<file path="config.mk">
export PLATFORM = sky130hd
export DESIGN_NAME = sorted_priority_queue
export DESIGN_NICKNAME = d
export VERILOG_FILES = /design/src/spq_pkg.sv /design/src/spq_ctrl.sv /design/src/spq_datapath.sv /design/src/sorted_priority_queue.sv
export SDC_FILE = /design/constraint.sdc
export NUM_CORES = 2
export LEC_CHECK = 0
export BUFFER_PORTS_ARGS = -buffer_cell sky130_fd_sc_hd__clkbuf_2
export CAP_MARGIN = 20
export CORE_AREA = 2 2 372 374
export DETAILED_ROUTE_END_ITERATION = 12
export DIE_AREA = 0 0 374 376
export SLEW_MARGIN = 0
export SYNTH_ARGS = -nofsm -noshare
export SYNTH_HDL_FRONTEND = slang
export SYNTH_SLANG_ARGS = --single-unit
export TNS_END_PERCENT = 20
</file>
<file path="constraint.sdc">
create_clock -name aclk -period 6.85 [get_ports aclk]
set_input_delay 1.37 -clock aclk [delete_from_list [all_inputs] [get_ports aclk]]
set_output_delay 1.37 -clock aclk [all_outputs]
set_load 0.02 [all_outputs]
</file>
<file path="src/spq_pkg.sv">
// Shared types and codes for the sorted priority queue.
// Operation kinds, result status codes and the controller command struct.
// No dependencies.
package spq_pkg;

    typedef enum logic [1:0] {
        KIND_INSERT   = 2'd0,
        KIND_DEL_MAX  = 2'd1,
        KIND_DEL_MIN  = 2'd2,
        KIND_PEEK     = 2'd3
    } kind_t;

    typedef enum logic [1:0] {
        STATUS_OK    = 2'd0,
        STATUS_EMPTY = 2'd1,
        STATUS_FULL  = 2'd2
    } status_t;

    // Commands from the controller to the datapath.
    typedef struct packed {
        logic capture;   // latch the accepted request
        logic execute;   // carry out the latched request and load the result
    } spq_cmd_t;

endpackage

</file>
<file path="src/spq_ctrl.sv">
// Controller state machine of the sorted priority queue.
// Sequences capture and execution and owns both handshakes; uses spq_pkg.
module spq_ctrl
    import spq_pkg::*;
(
    input  logic     aclk,
    input  logic     aresetn,
    input  logic     s_valid,
    output logic     s_ready,
    output logic     m_valid,
    input  logic     m_ready,
    output spq_cmd_t cmd
);

    typedef enum logic {
        IDLE,
        EXEC
    } state_t;

    state_t state_reg;
    state_t state_next;
    logic   m_valid_reg;
    logic   m_valid_next;

    always_comb begin
        cmd.capture = (state_reg == IDLE) && s_valid;
        cmd.execute = (state_reg == EXEC) && (!m_valid_reg || m_ready);

        state_next = state_reg;
        unique case (state_reg)
            IDLE: if (s_valid) state_next = EXEC;
            EXEC: if (cmd.execute) state_next = IDLE;
            default: state_next = IDLE;
        endcase

        // A new result replaces the one taken in the same cycle.
        if (cmd.execute) begin
            m_valid_next = 1'b1;
        end else if (m_ready) begin
            m_valid_next = 1'b0;
        end else begin
            m_valid_next = m_valid_reg;
        end
    end

    always_ff @(posedge aclk) begin
        if (!aresetn) begin
            state_reg   <= IDLE;
            m_valid_reg <= 1'b0;
        end else begin
            state_reg   <= state_next;
            m_valid_reg <= m_valid_next;
        end
    end

    assign s_ready = (state_reg == IDLE);
    assign m_valid = m_valid_reg;

endmodule

</file>
<file path="src/spq_datapath.sv">
// Datapath of the sorted priority queue: the sorted entry row, the count,
// the request latch and the result register. Uses spq_pkg.
module spq_datapath
    import spq_pkg::*;
#(
    parameter int CAPACITY   = 16,
    parameter int PRIO_WIDTH = 16,
    parameter int DATA_WIDTH = 32,
    parameter int CNT_W      = $clog2(CAPACITY + 1)
) (
    input  logic                  aclk,
    input  logic                  aresetn,
    input  spq_cmd_t              cmd,
    input  logic [1:0]            s_kind,
    input  logic [PRIO_WIDTH-1:0] s_priority_req,
    input  logic [DATA_WIDTH-1:0] s_payload,
    output logic [1:0]            m_status,
    output logic [DATA_WIDTH-1:0] m_out_payload,
    output logic [PRIO_WIDTH-1:0] m_out_priority,
    output logic [CNT_W-1:0]      m_occupancy
);

    localparam int IDX_W = $clog2(CAPACITY);

    logic [PRIO_WIDTH-1:0] prio_reg [CAPACITY];
    logic [DATA_WIDTH-1:0] data_reg [CAPACITY];
    logic [PRIO_WIDTH-1:0] prio_next [CAPACITY];
    logic [DATA_WIDTH-1:0] data_next [CAPACITY];
    logic [CNT_W-1:0]      count_reg;
    logic [CNT_W-1:0]      count_next;

    kind_t                 kind_reg;
    logic [PRIO_WIDTH-1:0] req_prio_reg;
    logic [DATA_WIDTH-1:0] req_data_reg;

    logic [1:0]            status_reg;
    logic [1:0]            status_next;
    logic [DATA_WIDTH-1:0] res_data_reg;
    logic [DATA_WIDTH-1:0] res_data_next;
    logic [PRIO_WIDTH-1:0] res_prio_reg;
    logic [PRIO_WIDTH-1:0] res_prio_next;

    logic [CAPACITY-1:0]   ge;
    logic                  is_full;
    logic                  is_empty;
    logic [CNT_W-1:0]      last_cnt;
    logic [IDX_W-1:0]      last_idx;

    assign is_full  = (count_reg == CNT_W'(CAPACITY));
    assign is_empty = (count_reg == '0);
    assign last_cnt = count_reg - CNT_W'(1);
    assign last_idx = last_cnt[IDX_W-1:0];

    // Held entries at or above the new priority; sorting makes this a prefix.
    always_comb begin
        for (int i = 0; i < CAPACITY; i++) begin
            ge[i] = (CNT_W'(i) < count_reg) && (prio_reg[i] >= req_prio_reg);
        end
    end

    always_comb begin
        for (int i = 0; i < CAPACITY; i++) begin
            prio_next[i] = prio_reg[i];
            data_next[i] = data_reg[i];
        end
        count_next    = count_reg;
        status_next   = STATUS_OK;
        res_data_next = '0;
        res_prio_next = '0;

        unique case (kind_reg)
            KIND_INSERT: begin
                if (is_full) begin
                    status_next = STATUS_FULL;
                end else begin
                    if (!ge[0]) begin
                        prio_next[0] = req_prio_reg;
                        data_next[0] = req_data_reg;
                    end
                    for (int i = 1; i < CAPACITY; i++) begin
                        if (!ge[i]) begin
                            if (ge[i-1]) begin
                                prio_next[i] = req_prio_reg;
                                data_next[i] = req_data_reg;
                            end else begin
                                prio_next[i] = prio_reg[i-1];
                                data_next[i] = data_reg[i-1];
                            end
                        end
                    end
                    count_next = count_reg + CNT_W'(1);
                end
            end
            KIND_DEL_MIN: begin
                if (is_empty) begin
                    status_next = STATUS_EMPTY;
                end else begin
                    res_prio_next = prio_reg[last_idx];
                    res_data_next = data_reg[last_idx];
                    count_next    = last_cnt;
                end
            end
            KIND_DEL_MAX, KIND_PEEK: begin
                if (is_empty) begin
                    status_next = STATUS_EMPTY;
                end else begin
                    res_prio_next = prio_reg[0];
                    res_data_next = data_reg[0];
                    if (kind_reg == KIND_DEL_MAX) begin
                        for (int i = 0; i < CAPACITY - 1; i++) begin
                            prio_next[i] = prio_reg[i+1];
                            data_next[i] = data_reg[i+1];
                        end
                        count_next = last_cnt;
                    end
                end
            end
            default: status_next = STATUS_OK;
        endcase
    end

    always_ff @(posedge aclk) begin
        if (!aresetn) begin
            count_reg <= '0;
        end else if (cmd.execute) begin
            count_reg <= count_next;
        end
    end

    always_ff @(posedge aclk) begin
        if (cmd.capture) begin
            kind_reg     <= kind_t'(s_kind);
            req_prio_reg <= s_priority_req;
            req_data_reg <= s_payload;
        end
        if (cmd.execute) begin
            for (int i = 0; i < CAPACITY; i++) begin
                prio_reg[i] <= prio_next[i];
                data_reg[i] <= data_next[i];
            end
            status_reg   <= status_next;
            res_data_reg <= res_data_next;
            res_prio_reg <= res_prio_next;
        end
    end

    // The count register already follows the result, so it doubles as occupancy.
    assign m_status       = status_reg;
    assign m_out_payload  = res_data_reg;
    assign m_out_priority = res_prio_reg;
    assign m_occupancy    = count_reg;

endmodule

</file>
<file path="src/sorted_priority_queue.sv">
// Top level of the sorted priority queue.
// Instantiates spq_ctrl and spq_datapath; uses spq_pkg.
//
// Usage: each transaction on the s_ channel is one operation on a queue
// of up to CAPACITY priority/data pairs kept in descending priority order:
// insert (s_priority_req, s_payload), remove the highest, remove the
// lowest, or peek at the highest. Equal priorities leave oldest first
// from the top, newest first from the bottom. Every operation yields
// exactly one transaction on the m_ channel carrying a status (ok,
// empty, full), the affected entry (zero for inserts and failed
// operations) and the occupancy afterward.
// Each operation is captured in IDLE and executed in EXEC, where all
// entries compare against the new priority and shift together; no new
// operation is taken until the last has executed. The result sits in
// an output register, so the next operation is accepted while a
// result still waits. If the receiver stalls, the pending operation
// holds in EXEC until the output register frees; s_ready stays low.
// Reset (aresetn low, synchronous) empties the queue and drops any
// pending result; entry storage itself is not cleared.
module sorted_priority_queue
    import spq_pkg::*;
#(
    parameter int CAPACITY   = 16,
    parameter int PRIO_WIDTH = 16,
    parameter int DATA_WIDTH = 32
) (
    input  logic                              aclk,
    input  logic                              aresetn,
    input  logic                              s_valid,
    output logic                              s_ready,
    input  logic [1:0]                        s_kind,
    input  logic [PRIO_WIDTH-1:0]             s_priority_req,
    input  logic [DATA_WIDTH-1:0]             s_payload,
    output logic                              m_valid,
    input  logic                              m_ready,
    output logic [1:0]                        m_status,
    output logic [DATA_WIDTH-1:0]             m_out_payload,
    output logic [PRIO_WIDTH-1:0]             m_out_priority,
    output logic [$clog2(CAPACITY + 1)-1:0]   m_occupancy
);

    localparam int CNT_W = $clog2(CAPACITY + 1);

    spq_cmd_t cmd;

    // The controller sequences each transaction; the datapath holds the
    // sorted entries and the result register.
    spq_ctrl u_ctrl (
        .aclk    (aclk),
        .aresetn (aresetn),
        .s_valid (s_valid),
        .s_ready (s_ready),
        .m_valid (m_valid),
        .m_ready (m_ready),
        .cmd     (cmd)
    );

    spq_datapath #(
        .CAPACITY   (CAPACITY),
        .PRIO_WIDTH (PRIO_WIDTH),
        .DATA_WIDTH (DATA_WIDTH),
        .CNT_W      (CNT_W)
    ) u_datapath (
        .aclk           (aclk),
        .aresetn        (aresetn),
        .cmd            (cmd),
        .s_kind         (s_kind),
        .s_priority_req (s_priority_req),
        .s_payload      (s_payload),
        .m_status       (m_status),
        .m_out_payload  (m_out_payload),
        .m_out_priority (m_out_priority),
        .m_occupancy    (m_occupancy)
    );

    // An accepted operation is always executed before another is taken.
    a_one_in_flight: assert property (@(posedge aclk) disable iff (!aresetn)
        (s_valid && s_ready) |=> !s_ready)
        else $error("input accepted while an operation was still pending");

    // Occupancy never exceeds the capacity.
    a_occ_bound: assert property (@(posedge aclk) disable iff (!aresetn)
        m_valid |-> (m_occupancy <= CNT_W'(CAPACITY)))
        else $error("occupancy above capacity");

    // A dropped insert is reported only when the queue is full.
    a_full_status: assert property (@(posedge aclk) disable iff (!aresetn)
        (m_valid && m_status == STATUS_FULL) |-> (m_occupancy == CNT_W'(CAPACITY)))
        else $error("full status with room left");

    // An empty report leaves the queue empty and carries no entry.
    a_empty_status: assert property (@(posedge aclk) disable iff (!aresetn)
        (m_valid && m_status == STATUS_EMPTY) |->
        (m_occupancy == '0 && m_out_payload == '0 && m_out_priority == '0))
        else $error("empty status with entries held or data returned");

endmodule
</file>
==> results_dict.tcl <==
set metrics [dict create \
    htree_levels 3 \
    ys_async_sr_fraction 0 \
    die_y_microns 376 \
    crit_fanout 50 \
    cp_cell_sequence "inv_1, ha_1, a21oi_1, o21ai_0, a2111oi_0, a31oi_4, buf_4, buf_4, a221o_1" \
    synth_top_area_share 0.4787 \
    cts_setup_buffers 0 \
    vdd_drop_max_v 0.0002325 \
    worstMarginPinSlew_ns 1.230 \
    synth_xor_area_frac 0.001608 \
    port_buffers 110 \
    slowest_delay_ns 0.94 \
    worstPathArrival_ns 5.27 \
    min_path_type "reg -> reg" \
    synth_warnings 0 \
    stdcell_count 6664 \
    dp_hpwl_mm 122.3 \
    hold_buffers 0 \
    finalClockSkew_ns 0.04840 \
    grt_pass1_wl_mm 304.6 \
    status "finished clean" \
    yosysSeqAreaShare 0.4812 \
    synth_top_family_by_area "compound AO/OA/AOI/OAI gates" \
    drv_slew 0 \
    synth_edf_count 868 \
    cap_violations 0 \
    whs_ns 0.5170 \
    layout_commonest_cell "nand2_1" \
    clk_path_buf_depth 3 \
    netlist_area_sq_um 54450 \
    crit_family "compound AO/OA/AOI/OAI gates" \
    fin_tns_setup_ns 0 \
    ios 111 \
    slowest_stage "a2111oi_0" \
    antenna_found_initial 2 \
    first_pass_iters 8 \
    synthDistinctLibCells 65 \
    post_drt_wl_per_cell_microns 31.43 \
    r2r_cells 9 \
    most-common-layout-cells "920 x nand2_1, 868 x edfxtp_1, 425 x a221o_1, 380 x nor2_1, 258 x ha_1" \
    tritoncts "done" \
    dieArea_sq_um 140600 \
    row_count 136 \
    clock-sinks 875 \
    drt_iter0_drc 7027 \
    initial_core_util 0.3985 \
    finalCriticalPeriod_ns 4.790 \
    grt_pass1_vias 43350 \
    max_freq_mhz 208.7 \
    internal_power_w 0.01040 \
    cp_common_cell "buf_4" \
    synth_flop_cell "edfxtp_1" \
    wl_mm 209.4 \
    clkSlewWorstSetupHoldPaths_ns 0.06 \
    hold_depth 2 \
    synth_compound_area_frac 0.1730 \
    drive_above_1_share 0.1244 \
    largest_register_ffs 512 \
    viasPerCell 6.816 \
    clock-root-buffer "clkbuf_16" \
    syn_to_final_growth_pct 10.39 \
    powerDensity_nw_per_um2 255.8 \
    total_power_w 0.01538 \
    synthAdderAreaFrac 0.05951 \
    period_share 0.6993 \
    cts_inserted_buffers 103 \
    hold_violations 0 \
    worst-path-stages 9 \
    grt_max_degree 195 \
    switching_share 0.3233 \
    overflow 0 \
    place_inst 6475 \
    path_class "reg -> reg" \
    drcViolationCount 0 \
    seqPwrFrac 0.426 \
    dieWidth_microns 374 \
    power.switching_w 0.004972 \
    ant_nets 0 \
    synth_top_area_cell "edfxtp_1" \
    slew_headroom 0.1767 \
    yosys_register_bits 875 \
    cp-end-kind "flip-flop" \
    setup_viol 0 \
    vias 45420 \
    synth_cells 4937 \
    power.clock.fraction 0.352 \
    gp_congestion 0.9617 \
    path_buf_inv 3 \
    yosys.area_share.simple 0.1308 \
    rsz0062_at_grt "no" \
    syn_avg_cell_area_sq_um 11.03 \
    antennaDiodeCount 0 \
    core_area_sq_um 136600 \
    synthMuxAreaShare 0.1160 \
    worstSkewPairLatency_ns 0.77 \
    grtUsageTotal 0.2897 \
    ctsResizeCount 0 \
    synth_fp_nets 5250 \
    final_nets 5101 \
    p_leak_nw 21.31 \
    critPathLaunchType "flip-flop" \
    power_frac_comb 0.222 \
    required_ns 7.33 \
    synth_area_leaders "edfxtp_1 48%, mux4_2 7.9%, a221o_1 7.8%, nand2_1 6.3%, ha_1 6.0%" \
]
[metal layers]
| metal | wire length (microns) | global-route usage | vias up |
|---|---|---|---|
| li1 | - | - | 18910 |
| met1 | 82180 | 0.3929 | 22670 |
| met2 | 92520 | 0.4416 | 3279 |
| met3 | 24190 | 0.06503 | 563 |
| met4 | 10520 | 0.1341 | 2 |
| met5 | 20 | 0 | - |
[kinds of logic after synthesis]
kind of cell,after synthesis
simple gates,1670
compound gates,1213
xor+xnor,10
flops,875
fa+ha+maj,259
mux,391
buf+inv,519
[per-stage QoR]
stage / instance area [sq um] / util / setup WS, ns
final: 60110 / 0.4399 / 2.060
after global routing: 60110 / 0.4399 / 1.993
after CTS: 60060 / 0.4396 / 2.151
after detailed placement: 56900 / 0.4164 / 2.200
after global placement: 56790 / 0.4156 / 1.931
after floorplan: 54450 / - / 0.1503
[worst register-to-register path: stages (launching register included)]
cell and delay, ns:
edfxtp_1 0.56, inv_1 0.70, ha_1 0.38, a21oi_1 0.14
o21ai_0 0.19, a2111oi_0 0.94, a31oi_4 0.23, buf_4 0.41
buf_4 0.49, a221o_1 0.46
[synth_stat cells, types with 27 or more instances]
library cell and number:
nand2_1 920, and2_1 87, a22oi_1 52, nand3_1 105, buf_2 77, a21oi_1 141, nand4_1 76, mux2i_1 199
ha_1 259, a221o_1 425, mux4_2 192, nand3b_1 48, a32o_1 48, clkbuf_1 368, inv_1 44, buf_1 27
nor2_1 383, o211ai_1 148, edfxtp_1 868, a21o_1 68, o21ai_0 226
[power groups by stage]
stage | sequential (W) | combinational (W) | clock [W]
final | 0.00654 | 0.00342 | 0.00542
after global routing | 0.00656 | 0.00359 | 0.00567
after CTS | 0.00653 | 0.00333 | 0.00549
after detailed placement | 0.00664 | 0.00332 | 0
after global placement | 0.00664 | 0.00327 | 0
after floorplan | 0.00658 | 0.00212 | 0
[path summary, 6_finish.rpt]
path                                     from                    endpoint  slack [ns]
setup / recovery  u_datapath.req_prio_reg[15]  u_datapath.data_reg[2][30]        2.06
hold / removal                 u_ctrl.m_valid              u_ctrl.m_valid        0.52
setup reg to reg  u_datapath.req_prio_reg[15]  u_datapath.data_reg[2][30]        2.06
hold reg to reg                u_ctrl.m_valid              u_ctrl.m_valid        0.52
[final cells by class]
class | count | area, sq um
clock buffers | 132 | 2686
fillers | 12640 | 76530
inverters | 45 | 171.4
clock inverters | 55 | 479.2
well taps | 1794 | 2245
flip-flops and latches | 875 | 26210
multi-input cells | 3543 | 26650
repair buffers | 220 | 1674
Note: power is estimated with default switching activity, not from simulation.
